==> src/bfd_pkg.sv <==
// ============================================================================
// bfd_pkg - shared types and helpers for the byte frame deframer
// Phase encoding, configuration and result records, register map and
// small pattern helpers used by the parser and the top level.
// ============================================================================
package bfd_pkg;

    // Results one received byte can cause (tail flush worst case)
    localparam int RES_LIMIT = 4;
    localparam int RES_CNT_W = $clog2(RES_LIMIT + 1);

    // Register map, index = byte address / 4
    localparam logic [2:0] REG_FRAME_MODE   = 3'd0;
    localparam logic [2:0] REG_HEAD_LEN     = 3'd1;
    localparam logic [2:0] REG_HEAD_PATTERN = 3'd2;
    localparam logic [2:0] REG_TAIL_LEN     = 3'd3;
    localparam logic [2:0] REG_TAIL_PATTERN = 3'd4;

    // Framing phase, one-hot
    typedef enum logic [3:0] {
        PH_IDLE = 4'b0001,
        PH_HEAD = 4'b0010,
        PH_DATA = 4'b0100,
        PH_TAIL = 4'b1000
    } t_phase;

    typedef struct packed {
        logic        frame_mode;
        logic [2:0]  head_len;
        logic [31:0] head_pattern;
        logic [2:0]  tail_len;
        logic [31:0] tail_pattern;
    } t_cfg;

    typedef struct packed {
        logic [7:0]  payload_byte;
        logic        byte_valid;
        logic        frame_done;
        logic [15:0] frame_length;
        logic        last;
    } t_result;

    typedef struct packed {
        logic [RES_CNT_W-1:0]          cnt;
        t_result [RES_LIMIT-1:0]       item;
    } t_res_set;

    // Byte idx of a 4-byte pattern; zero past the fourth byte
    function automatic logic [7:0] pat_byte(logic [31:0] pat, logic [7:0] idx);
        logic [7:0] b;
        b = 8'd0;
        if (idx < 8'd4) begin
            case (idx[1:0])
                2'd0:    b = pat[7:0];
                2'd1:    b = pat[15:8];
                2'd2:    b = pat[23:16];
                default: b = pat[31:24];
            endcase
        end
        return b;
    endfunction

    // Pattern length in use: zero acts as one, clamp to the maximum
    function automatic logic [3:0] eff_len(logic [2:0] v, logic [3:0] mx);
        logic [3:0] w;
        w = {1'b0, v};
        if (w == 4'd0) begin
            w = 4'd1;
        end else if (w > mx) begin
            w = mx;
        end
        return w;
    endfunction

endpackage

==> src/bfd_parser.sv <==
// ============================================================================
// bfd_parser - framing state machine
// Holds phase, match count and payload count; for each processed byte it
// updates the state and produces the full set of results for that byte.
// ============================================================================
module bfd_parser #(
    parameter int MAX_HEAD_LEN = 4,
    parameter int MAX_TAIL_LEN = 4,
    parameter int COUNT_WIDTH  = 16
) (
    input  logic              i_clk,
    input  logic              i_rst_n,
    input  logic              i_en,
    input  logic [7:0]        i_byte,
    input  bfd_pkg::t_cfg     i_cfg,
    output bfd_pkg::t_res_set o_res
);
    import bfd_pkg::*;

    localparam int CW = COUNT_WIDTH;

    t_phase         r_phase, n_phase;
    logic [7:0]     r_match, n_match;
    logic [CW-1:0]  r_count, n_count;

    logic [CW-1:0]  sat_cnt [RES_LIMIT+1];
    logic [CW:0]    sum     [RES_LIMIT+1];
    logic [3:0]     eh, et;
    logic [7:0]     mcp;
    logic [1:0]     flush_n;
    logic [7:0]     head_b, tail_b;
    t_res_set       res;

    function automatic logic [15:0] clip16(logic [CW-1:0] v);
        return (32'(v) > 32'h0000_FFFF) ? 16'hFFFF : 16'(v);
    endfunction

    // Saturating payload counts for zero to four more bytes
    always_comb begin
        for (int k = 0; k <= RES_LIMIT; k++) begin
            sum[k]     = {1'b0, r_count} + (CW+1)'(k);
            sat_cnt[k] = sum[k][CW] ? {CW{1'b1}} : sum[k][CW-1:0];
        end
    end

    assign eh      = eff_len(i_cfg.head_len, 4'(MAX_HEAD_LEN));
    assign et      = eff_len(i_cfg.tail_len, 4'(MAX_TAIL_LEN));
    assign mcp     = r_match + 8'd1;
    assign flush_n = (r_match >= 8'd3) ? 2'd3 : r_match[1:0];
    assign head_b  = pat_byte(i_cfg.head_pattern, r_match);
    assign tail_b  = pat_byte(i_cfg.tail_pattern, r_match);

    // Next state and result set
    always_comb begin
        n_phase = r_phase;
        n_match = r_match;
        n_count = r_count;
        res     = '0;
        unique case (r_phase)
            PH_IDLE: begin
                if (i_byte == pat_byte(i_cfg.head_pattern, 8'd0)) begin
                    if (eh == 4'd1) begin
                        n_phase = PH_DATA;
                        n_match = 8'd0;
                    end else begin
                        n_phase = PH_HEAD;
                        n_match = 8'd1;
                    end
                end
            end
            PH_HEAD: begin
                if (i_byte == head_b) begin
                    if (mcp >= {4'd0, eh}) begin
                        n_phase = PH_DATA;
                        n_match = 8'd0;
                    end else begin
                        n_match = mcp;
                    end
                end else begin
                    n_phase = PH_IDLE;
                    n_match = 8'd0;
                end
            end
            PH_DATA: begin
                if (!i_cfg.frame_mode) begin
                    if (i_byte == pat_byte(i_cfg.tail_pattern, 8'd0)) begin
                        if (et == 4'd1) begin
                            res.cnt                  = RES_CNT_W'(1);
                            res.item[0].frame_done   = 1'b1;
                            res.item[0].frame_length = clip16(r_count);
                            n_phase = PH_IDLE;
                            n_match = 8'd0;
                            n_count = '0;
                        end else begin
                            n_phase = PH_TAIL;
                            n_match = 8'd1;
                        end
                    end else begin
                        res.cnt                  = RES_CNT_W'(1);
                        res.item[0].payload_byte = i_byte;
                        res.item[0].byte_valid   = 1'b1;
                        res.item[0].frame_length = clip16(sat_cnt[1]);
                        n_count = sat_cnt[1];
                    end
                end else if (r_match == 8'd0) begin
                    // length byte; zero is ignored
                    n_match = i_byte;
                end else begin
                    res.cnt                  = RES_CNT_W'(1);
                    res.item[0].payload_byte = i_byte;
                    res.item[0].byte_valid   = 1'b1;
                    res.item[0].frame_length = clip16(sat_cnt[1]);
                    n_count = sat_cnt[1];
                    if (32'(sat_cnt[1]) >= 32'(r_match)) begin
                        res.item[0].frame_done = 1'b1;
                        n_phase = PH_IDLE;
                        n_match = 8'd0;
                        n_count = '0;
                    end
                end
            end
            PH_TAIL: begin
                if (i_byte == tail_b) begin
                    if (mcp >= {4'd0, et}) begin
                        res.cnt                  = RES_CNT_W'(1);
                        res.item[0].frame_done   = 1'b1;
                        res.item[0].frame_length = clip16(r_count);
                        n_phase = PH_IDLE;
                        n_match = 8'd0;
                        n_count = '0;
                    end else begin
                        n_match = mcp;
                    end
                end else begin
                    // partial tail: release held tail bytes, then this byte
                    for (int i = 0; i < RES_LIMIT; i++) begin
                        if (3'(i) < {1'b0, flush_n}) begin
                            res.item[i].payload_byte =
                                pat_byte(i_cfg.tail_pattern, 8'(i));
                            res.item[i].byte_valid   = 1'b1;
                            res.item[i].frame_length = clip16(sat_cnt[i+1]);
                        end else if (3'(i) == {1'b0, flush_n}) begin
                            res.item[i].payload_byte = i_byte;
                            res.item[i].byte_valid   = 1'b1;
                            res.item[i].frame_length = clip16(sat_cnt[i+1]);
                        end
                    end
                    res.cnt = RES_CNT_W'(flush_n) + RES_CNT_W'(1);
                    n_count = sat_cnt[3'(flush_n) + 3'd1];
                    n_phase = PH_DATA;
                    n_match = 8'd0;
                end
            end
            default: begin
                n_phase = PH_IDLE;
                n_match = 8'd0;
                n_count = '0;
            end
        endcase
        if (res.cnt != '0) begin
            res.item[2'(res.cnt - RES_CNT_W'(1))].last = 1'b1;
        end
    end

    assign o_res = res;

    always_ff @(posedge i_clk) begin
        if (!i_rst_n) begin
            r_phase <= PH_IDLE;
            r_match <= 8'd0;
            r_count <= '0;
        end else if (i_en) begin
            r_phase <= n_phase;
            r_match <= n_match;
            r_count <= n_count;
        end
    end

endmodule

==> src/byte_frame_deframer.sv <==
// ============================================================================
// byte_frame_deframer - head/tail or head/length byte frame parser
// Registers, input stage, result buffer and output stream of the deframer.
// ============================================================================
// Usage:
//   Slave stream (s_*) takes one received byte per item in s_tdata.
//   Master stream (m_*) gives result items: payload byte and frame length in
//   m_tdata, byte-valid and frame-done flags in m_tuser; m_tlast marks the
//   last result caused by one received byte.
//   The APB port sets mode, head/tail lengths and patterns; write it only
//   while no byte is in flight.
//   An accepted byte is processed once the result buffer is free. Throughput
//   is one byte per cycle while m_tready is high and each byte gives at most
//   one result; a partial tail flush gives up to four results, which drain
//   one per cycle from the result buffer (m_tready high) as the input holds.
//   s_tready drops when the input register is full and the result buffer
//   still holds results that the receiver has not taken; m_tready low
//   therefore backs up into s_tready after one held byte.
//   Reset (synchronous, active low) restores the register defaults, returns
//   to head hunting and empties both stages.
module byte_frame_deframer #(
    parameter int MAX_HEAD_LEN = 4,
    parameter int MAX_TAIL_LEN = 4,
    parameter int COUNT_WIDTH  = 16
) (
    input  logic        i_clk,
    input  logic        i_rst_n,
    // receive stream
    input  logic        s_tvalid,
    output logic        s_tready,
    input  logic [7:0]  s_tdata,   // [7:0] rx_byte
    // result stream
    output logic        m_tvalid,
    input  logic        m_tready,
    output logic [23:0] m_tdata,   // [7:0] payload_byte, [23:8] frame_length
    output logic [1:0]  m_tuser,   // [0] byte_valid, [1] frame_done
    output logic        m_tlast,
    // register port
    input  logic        psel,
    input  logic        penable,
    input  logic        pwrite,
    input  logic [4:0]  paddr,
    input  logic [31:0] pwdata,
    output logic [31:0] prdata,
    output logic        pready
);
    import bfd_pkg::*;

    t_cfg                r_cfg;
    logic                r_in_valid;
    logic [7:0]          r_in_byte;
    t_result [RES_LIMIT-1:0] r_bank;
    logic [RES_CNT_W-1:0] r_left;
    logic [1:0]          r_idx;

    logic                cfg_wr;
    logic                bank_free;
    logic                proc;
    t_res_set            res;
    t_result             cur;

    // Register port
    assign pready = 1'b1;
    assign cfg_wr = psel & penable & pwrite & pready;

    always_ff @(posedge i_clk) begin
        if (!i_rst_n) begin
            r_cfg.frame_mode   <= 1'b0;
            r_cfg.head_len     <= 3'd1;
            r_cfg.head_pattern <= 32'd0;
            r_cfg.tail_len     <= 3'd1;
            r_cfg.tail_pattern <= 32'd0;
        end else if (cfg_wr) begin
            unique case (paddr[4:2])
                REG_FRAME_MODE:   r_cfg.frame_mode   <= pwdata[0];
                REG_HEAD_LEN:     r_cfg.head_len     <= pwdata[2:0];
                REG_HEAD_PATTERN: r_cfg.head_pattern <= pwdata;
                REG_TAIL_LEN:     r_cfg.tail_len     <= pwdata[2:0];
                REG_TAIL_PATTERN: r_cfg.tail_pattern <= pwdata;
                default: ;
            endcase
        end
    end

    always_comb begin
        unique case (paddr[4:2])
            REG_FRAME_MODE:   prdata = {31'd0, r_cfg.frame_mode};
            REG_HEAD_LEN:     prdata = {29'd0, r_cfg.head_len};
            REG_HEAD_PATTERN: prdata = r_cfg.head_pattern;
            REG_TAIL_LEN:     prdata = {29'd0, r_cfg.tail_len};
            REG_TAIL_PATTERN: prdata = r_cfg.tail_pattern;
            default:          prdata = 32'd0;
        endcase
    end

    // Buffer frees when empty or its final result leaves this cycle
    assign bank_free = (r_left == '0) || ((r_left == RES_CNT_W'(1)) && m_tready);
    assign proc      = r_in_valid & bank_free;
    assign s_tready  = !r_in_valid || bank_free;

    // Input register
    always_ff @(posedge i_clk) begin
        if (!i_rst_n) begin
            r_in_valid <= 1'b0;
        end else if (s_tvalid && s_tready) begin
            r_in_valid <= 1'b1;
        end else if (proc) begin
            r_in_valid <= 1'b0;
        end
    end

    always_ff @(posedge i_clk) begin
        if (s_tvalid && s_tready) begin
            r_in_byte <= s_tdata;
        end
    end

    bfd_parser #(
        .MAX_HEAD_LEN (MAX_HEAD_LEN),
        .MAX_TAIL_LEN (MAX_TAIL_LEN),
        .COUNT_WIDTH  (COUNT_WIDTH)
    ) u_parser (
        .i_clk   (i_clk),
        .i_rst_n (i_rst_n),
        .i_en    (proc),
        .i_byte  (r_in_byte),
        .i_cfg   (r_cfg),
        .o_res   (res)
    );

    // Result buffer: load a byte's results, drain one per handshake
    always_ff @(posedge i_clk) begin
        if (!i_rst_n) begin
            r_left <= '0;
            r_idx  <= 2'd0;
        end else if (proc) begin
            r_left <= res.cnt;
            r_idx  <= 2'd0;
        end else if (m_tvalid && m_tready) begin
            r_left <= r_left - RES_CNT_W'(1);
            r_idx  <= r_idx + 2'd1;
        end
    end

    always_ff @(posedge i_clk) begin
        if (proc) begin
            r_bank <= res.item;
        end
    end

    assign cur      = r_bank[r_idx];
    assign m_tvalid = (r_left != '0);
    assign m_tdata  = {cur.frame_length, cur.payload_byte};
    assign m_tuser  = {cur.frame_done, cur.byte_valid};
    assign m_tlast  = cur.last;

`ifndef SYNTHESIS
    // buffer never holds more than one byte's results
    a_bank_bound: assert property (@(posedge i_clk) disable iff (!i_rst_n)
        ({1'b0, r_left} + RES_CNT_W'(r_idx)) <= (RES_CNT_W+1)'(RES_LIMIT))
        else $error("result buffer overrun");

    // tlast only on the final buffered result
    a_last_final: assert property (@(posedge i_clk) disable iff (!i_rst_n)
        (m_tvalid && m_tlast) |-> (r_left == RES_CNT_W'(1)))
        else $error("tlast before final result");

    // a completed frame always closes a byte's results
    a_done_last: assert property (@(posedge i_clk) disable iff (!i_rst_n)
        (m_tvalid && m_tuser[1]) |-> m_tlast)
        else $error("frame done not last");

    // input stalls only while a byte is held
    a_stall_held: assert property (@(posedge i_clk) disable iff (!i_rst_n)
        !s_tready |-> (r_in_valid && m_tvalid))
        else $error("input stalled without held byte");
`endif

endmodule
==> config.mk <==
export PLATFORM = sky130hd
export DESIGN_NAME = byte_frame_deframer
export DESIGN_NICKNAME = d
export VERILOG_FILES = /design/src/bfd_pkg.sv /design/src/bfd_parser.sv /design/src/byte_frame_deframer.sv
export SDC_FILE = /design/constraint.sdc
export NUM_CORES = 1
export LEC_CHECK = 0
export ABC_AREA = 1
export BUFFER_PORTS_ARGS = -buffer_cell sky130_fd_sc_hd__clkbuf_2
export CELL_PAD_IN_SITES_DETAIL_PLACEMENT = 1
export CELL_PAD_IN_SITES_GLOBAL_PLACEMENT = 1
export CORE_MARGIN = 5
export CORE_UTILIZATION = 47
export CTS_CLUSTER_SIZE = 16
export DETAILED_ROUTE_END_ITERATION = 10
export MAX_ROUTING_LAYER = met4
export PLACE_DENSITY = 0.82
export SLEW_MARGIN = 20
export SYNTH_ARGS = -nofsm -noshare
export SYNTH_HDL_FRONTEND = slang
export SYNTH_SLANG_ARGS = --single-unit
==> constraint.sdc <==
create_clock -name i_clk -period 9 [get_ports i_clk]
set_input_delay 2.25 -clock i_clk [delete_from_list [all_inputs] [get_ports i_clk]]
set_output_delay 2.25 -clock i_clk [all_outputs]
set_load 0.05 [all_outputs]
Yosys cells after proc, flatten, opt, wreduce, memory -nomap -nowiden
Cells that the tools add are included.
- $add $sub $neg: 9
- $mul: 0
- divide/modulo/power cells: 0
- order comparisons: 14
- equality and inequality tests: 28
- shift operators: 0
- mux-type cells: 107
- bitwise operators: 6
- reduce and logical (&&, ||, !) cells: 28
- operator list (kind ; number):
    2-to-1 mux 16 bit ; 28
    case mux 32 bit (5 select lines) ; 1
    2-to-1 mux 9 bit ; 15
    2-to-1 mux 8 bit ; 14
    bitwise mux 108 bit ; 1
    2-to-1 mux 108 bit ; 1
    binary-select mux 27 bit (select 2 bit) ; 1
    demux 27 bit (select 2 bit) ; 1
    2-to-1 mux 26 bit ; 2
    case mux 26 bit (2 select lines) ; 1
    binary-select mux 16 bit (select 3 bit) ; 1
    2-to-1 mux 4 bit ; 12
    case mux 16 bit (3 select lines) ; 1
    case mux 8 bit (3 select lines) ; 2
    adder 16 x 2 -> 17 bit, second input constant ; 2
    2-to-1 mux 17 bit ; 2
    equality test 8 bit ; 4
    case mux 8 bit (4 select lines) ; 1
    2-to-1 mux 27 bit ; 1
    2-to-1 mux 3 bit ; 7
    adder 16 x 1 -> 17 bit, second input constant ; 1
    adder 16 x 3 -> 17 bit, second input constant ; 1
    greater-or-equal comparator 16 x 8 -> 1 bit ; 1
    greater-or-equal comparator 8 x 4 -> 1 bit ; 2
    other kinds (49) ; 89
- register bits: 221
- bits in latches: 0
- memory bits (writable): 0
- memory bits (read-only): 0
- bits of input ports: 52
- output and inout bits: 62
- logic and storage cells: 224
- memories: 0

Longest topological paths before layout
- depth after elaboration: 15
- mapped depth: 27
- depth with buffers taken out: 26

Hierarchy
Synthesis repeated with hierarchy kept, for this count alone.
- cells, all modules: 1965
- area, all modules: 14461.4 sq um
- by module, submodules not included (module ; instances ; cells each ; area an instance (sq um) ; seq. area each (sq um)):
    byte_frame_deframer ; 1 ; 665 ; 7561.0 ; 5024.8
    bfd_parser ; 1 ; 1300 ; 6900.4 ; 560.5

Least setup slack after synthesis
Ideal clock, no wire load.
- kind: input to output
- from: input paddr[3]
- to: output prdata[17]
- data arrival time: 3866 ps
- data required time: 6750 ps
- path slack: 2884 ps
- stages: 4
- buffers on the path: 1
- cells stage by stage: nor2_1 > nand2_1 > clkbuf_1 > o21ai_0
- word-level cells in the longest chain between the ends: 2
- elaborated cells between the ends (all ways): 6
- those cells by class: eq/ne: 4; mux: 1; reduce/logical: 1
- ends and longest elaborated chain (element ; RTL line ; RTL):
    start, declared ; byte_frame_deframer.sv:42 ; input logic [4:0] paddr,
    equality test 3 bit, or another cell as far along ; byte_frame_deframer.sv:86 ; unique case (paddr[4:2])
    case mux 32 bit (5 select lines) * ; byte_frame_deframer.sv:86 ;
    end, declared ; byte_frame_deframer.sv:44 ; output logic [31:0] prdata,
Every way passes the cells marked *; elsewhere a longest branch is shown, timed or not.

Final worst setup path
- from: input paddr[3]
- to: output prdata[0]
The elaborated chain is that of the path after synthesis.

==> results.yml <==
power_and_ir_drop:
  p_sw_mw: 0.6136
  power_mw: 2.332
  p_clk_share_pct: 44.0
  netSwitchingFraction_pct: 26.32
  pwr-share-seq_pct: 47.3
  irDropWorstVdd_v: 0.0001425
  p_per_area_mw_per_mm2: 150.2
  p_comb_share_pct: 8.7
  leakagePower_nw: 6.441
  p_int_mw: 1.718
timing:
  hold_viol_final: 0
  rsz0062_at_grt: "false"
  fin_crit_ns: 6.542
  fin_worst_skew_ns: 0.02068
  slew_violations: 0
  tightestPinTransition_ns: 1.009
  fin_tns_setup_ns: 0
  finalCritPeriodShare_pct: 72.69
  slew_headroom_pct: 32.48
  report.final.setup_viol: 0
  maxClockFrequency_mhz: 152.8
routing:
  drtIter0Drc: 1522
  wl_per_cell_um: 23.21
  route.vias.total: 14740
  routed_wirelength_um: 56340
  viasPerCell: 6.075
  drc: 0
  first_pass_iters: 6
  antenna_left: 0
yosys:
  ys_types: 48
  synth_seq_area_share_pct: 39.01
  syn_area_mm2: 0.01409
  ys_warn_count: 0
  synth_seq_cells: 218
  syn-num-nets: 2053
  syn_inst: 1970
  syn_avg_cell_area_um2: 7.152
worst_setup_path:
  cpMostUsedCell: "clkbuf_2"
  slowest_stage: "inv_1"
  crit_required_ns: 6.75
  arrival_ns: 4.29
  crit_type: "in -> out"
  cpPeakStageDelay_ns: 0.62
  worstReg2RegStart: "u_parser.r_match[0]"
  end_kind: "primary output"
  cp_max_fo: 19
  path_buf_inv: 3
  critPathLaunch: "paddr[3]"
  critical_path.top_delay_family: "buffers and inverters"
  start_kind: "primary input"
  cp_cell_sequence: "clkbuf_2 -> nor2_1 -> nand2_1 -> inv_1 -> a221oi_1 -> o21ai_0 -> clkbuf_2"
cts:
  cts_htree_levels: 1
  clockRootBuffer: "clkbuf_16"
  path_clk_slew_ns: 0.06
  cts_resized: 0
  cts_tree: "built"
  clock_sinks: 218
  cts.path.max_buffers: 3
  cts_setup_buffers: 0
  cts_buffers: 26
  cts_hold_buf: 0
  clk_latency_ns: 0.55
die:
  die_w_um: 183.1
  start_util_pct: 47.53
  coreArea_mm2: 0.02964
  die_height_um: 183.1
  dieArea_mm2: 0.03354
  pin_count: 114
  num_rows: 63
global_routing:
  grt_pass1_wl_um: 85880
  antenna_found_initial: 3
  grt_usage_pct: 33.55
  grt_max_degree: 95
  grt_pass1_vias: 14600
  grt.overflow.total: 0
hold_path:
  min-delay-start: "r_cfg[27]"
  min_path_type: "reg -> reg"
layout:
  syn2layout_area_growth_pct: 10.22
  fillers: 3850
  fin_nets: 2098
  drive_gt1_share_pct: 11.94
run_status:
  status: "completed"
place:
  io_buffers: 110
  place_congestion: 0.9772
  dp_hpwl_um: 40800
flow_run:
  drv_cap: 0
-- power groups by stage --
| stage | sequential, mW | clock [mW] | combinational, mW |
|---|---|---|---|
| after global routing | 1.10 | 1.08 | 0.220 |
| after floorplan | 1.11 | 0 | 0.139 |
| after CTS | 1.10 | 1.03 | 0.203 |
| after global placement | 1.12 | 0 | 0.195 |
| final | 1.10 | 1.03 | 0.204 |
| after detailed placement | 1.12 | 0 | 0.202 |
-- worst register-to-register path, stage by stage, from the launching register on --
cell and delay, ns:
dfxtp_1 0.72, ha_1 0.26, buf_4 0.34, nor2_4 0.09, nand2_4 0.27, ha_1 0.79, clkinv_1 0.92, nor2_4 0.38
inv_2 0.33, o22ai_1 0.42
-- cell usage in the layout, fill, tap and decap left out, types with 6 or more instances in the layout --
cell type	instances
dfxtp_1	105
nor3_1	9
nor2_4	8
clkbuf_1	9
a21oi_1	112
nand2_1	400
clkbuf_2	110
clkbuf_16	26
nor2_2	21
o22ai_1	50
ha_1	31
edfxtp_1	113
o21ai_0	207
nor2_1	305
a31oi_1	24
o211ai_1	11
clkinv_1	11
o221ai_1	20
a22o_1	13
buf_4	14
o21ai_1	6
nand2_2	10
xor2_1	14
inv_2	11
nand3_1	126
inv_1	158
xnor2_1	8
nand4_1	47
-- cell type report --
cell class | count | area, um^2 | area share [%]
Antenna cell | 2 | 5.005 | 0.03223
Clock buffer | 38 | 725.7 | 4.673
Clock inverter | 10 | 97.59 | 0.6285
Inverter | 181 | 684.4 | 4.407
Multi-Input combinational cell | 1463 | 7366 | 47.43
Sequential cell | 218 | 5495 | 35.39
Tap cell | 390 | 488.0 | 3.142
Timing Repair Buffer | 125 | 666.9 | 4.295
-- path summary, 6_finish.rpt --
path	to	slack, ns	cells after the start
worst max-delay path	prdata[0]	2.46	7
worst min-delay path	r_cfg[27]	0.49	2
worst max register to register	r_bank[75]	4.27	9
worst min register to register	r_cfg[27]	0.49	2
-- per-layer routing --
| metal | global-route usage (%) | part of all wire, % |
|---|---|---|
| met2 | 49.59 | 43 |
| met3 | 8.052 | 10 |
| met5 | - | 0 |
| met4 | 6.377 | 2.0 |
| met1 | 47.47 | 45 |
-- logic make-up after synthesis --
family,after synthesis,share of synthesized area [%]
and+or+nand+nor,946,29.24
xor gates and xnor gates,22,1.368
buffers and inverters,289,8.748
other,1,0.02662
adders and majority gates,31,2.753
DFF,218,39.01
AOI/OAI and AO/OA,463,18.86
-- synthesized netlist by cell type (all sizes together) --
library cell,instances,area (um^2)
a211oi,7,72.57
clkbuf,57,216.5
o211ai,14,120.1
nand3,132,698.2
a22o,13,113.9
nand3b,3,22.52
nor3,14,96.35
o221ai,20,175.2
ha,31,387.9
nand4,48,315.3
a221o,2,20.02
xor2,14,122.6
a21o,1,7.510
o22ai,50,312.8
conb,1,3.750
o21ai,215,1084
nor2,334,1366
xnor2,8,70.07
edfxtp,113,3393
inv,171,644.4
a21oi,114,578.1
buf,51,334.1
dfxtp,105,2102
clkinv,10,37.54
nand2,415,1620
a31oi,24,150.1
a22oi,2,15.01
a221oi,1,8.760
-- through the flow --
stage	worst slack [ns]	utilization, %	instance area (um^2)	hold slack [ns]	cells
after floorplan	2.884	-	14090	0.4394	1970
after global placement	2.553	49.59	14700	0.4714	2377
final	2.458	52.39	15530	0.4862	2427
after CTS	2.489	52.36	15520	0.4862	2425
after global routing	2.266	52.39	15530	0.5281	2427
after detailed placement	2.505	49.59	14700	0.4777	2377
-- sequential cells by signal, indices dropped and copies added, names as in the netlist --
register,flops
r_cfg,71
r_idx,2
r_bank,105
r_left,3
u_parser.r_phase,4
r_in_valid,1
u_parser.r_match,8
u_parser.r_count,16
r_in_byte,8
No activity file was read; power rests on OpenSTA's default activity.
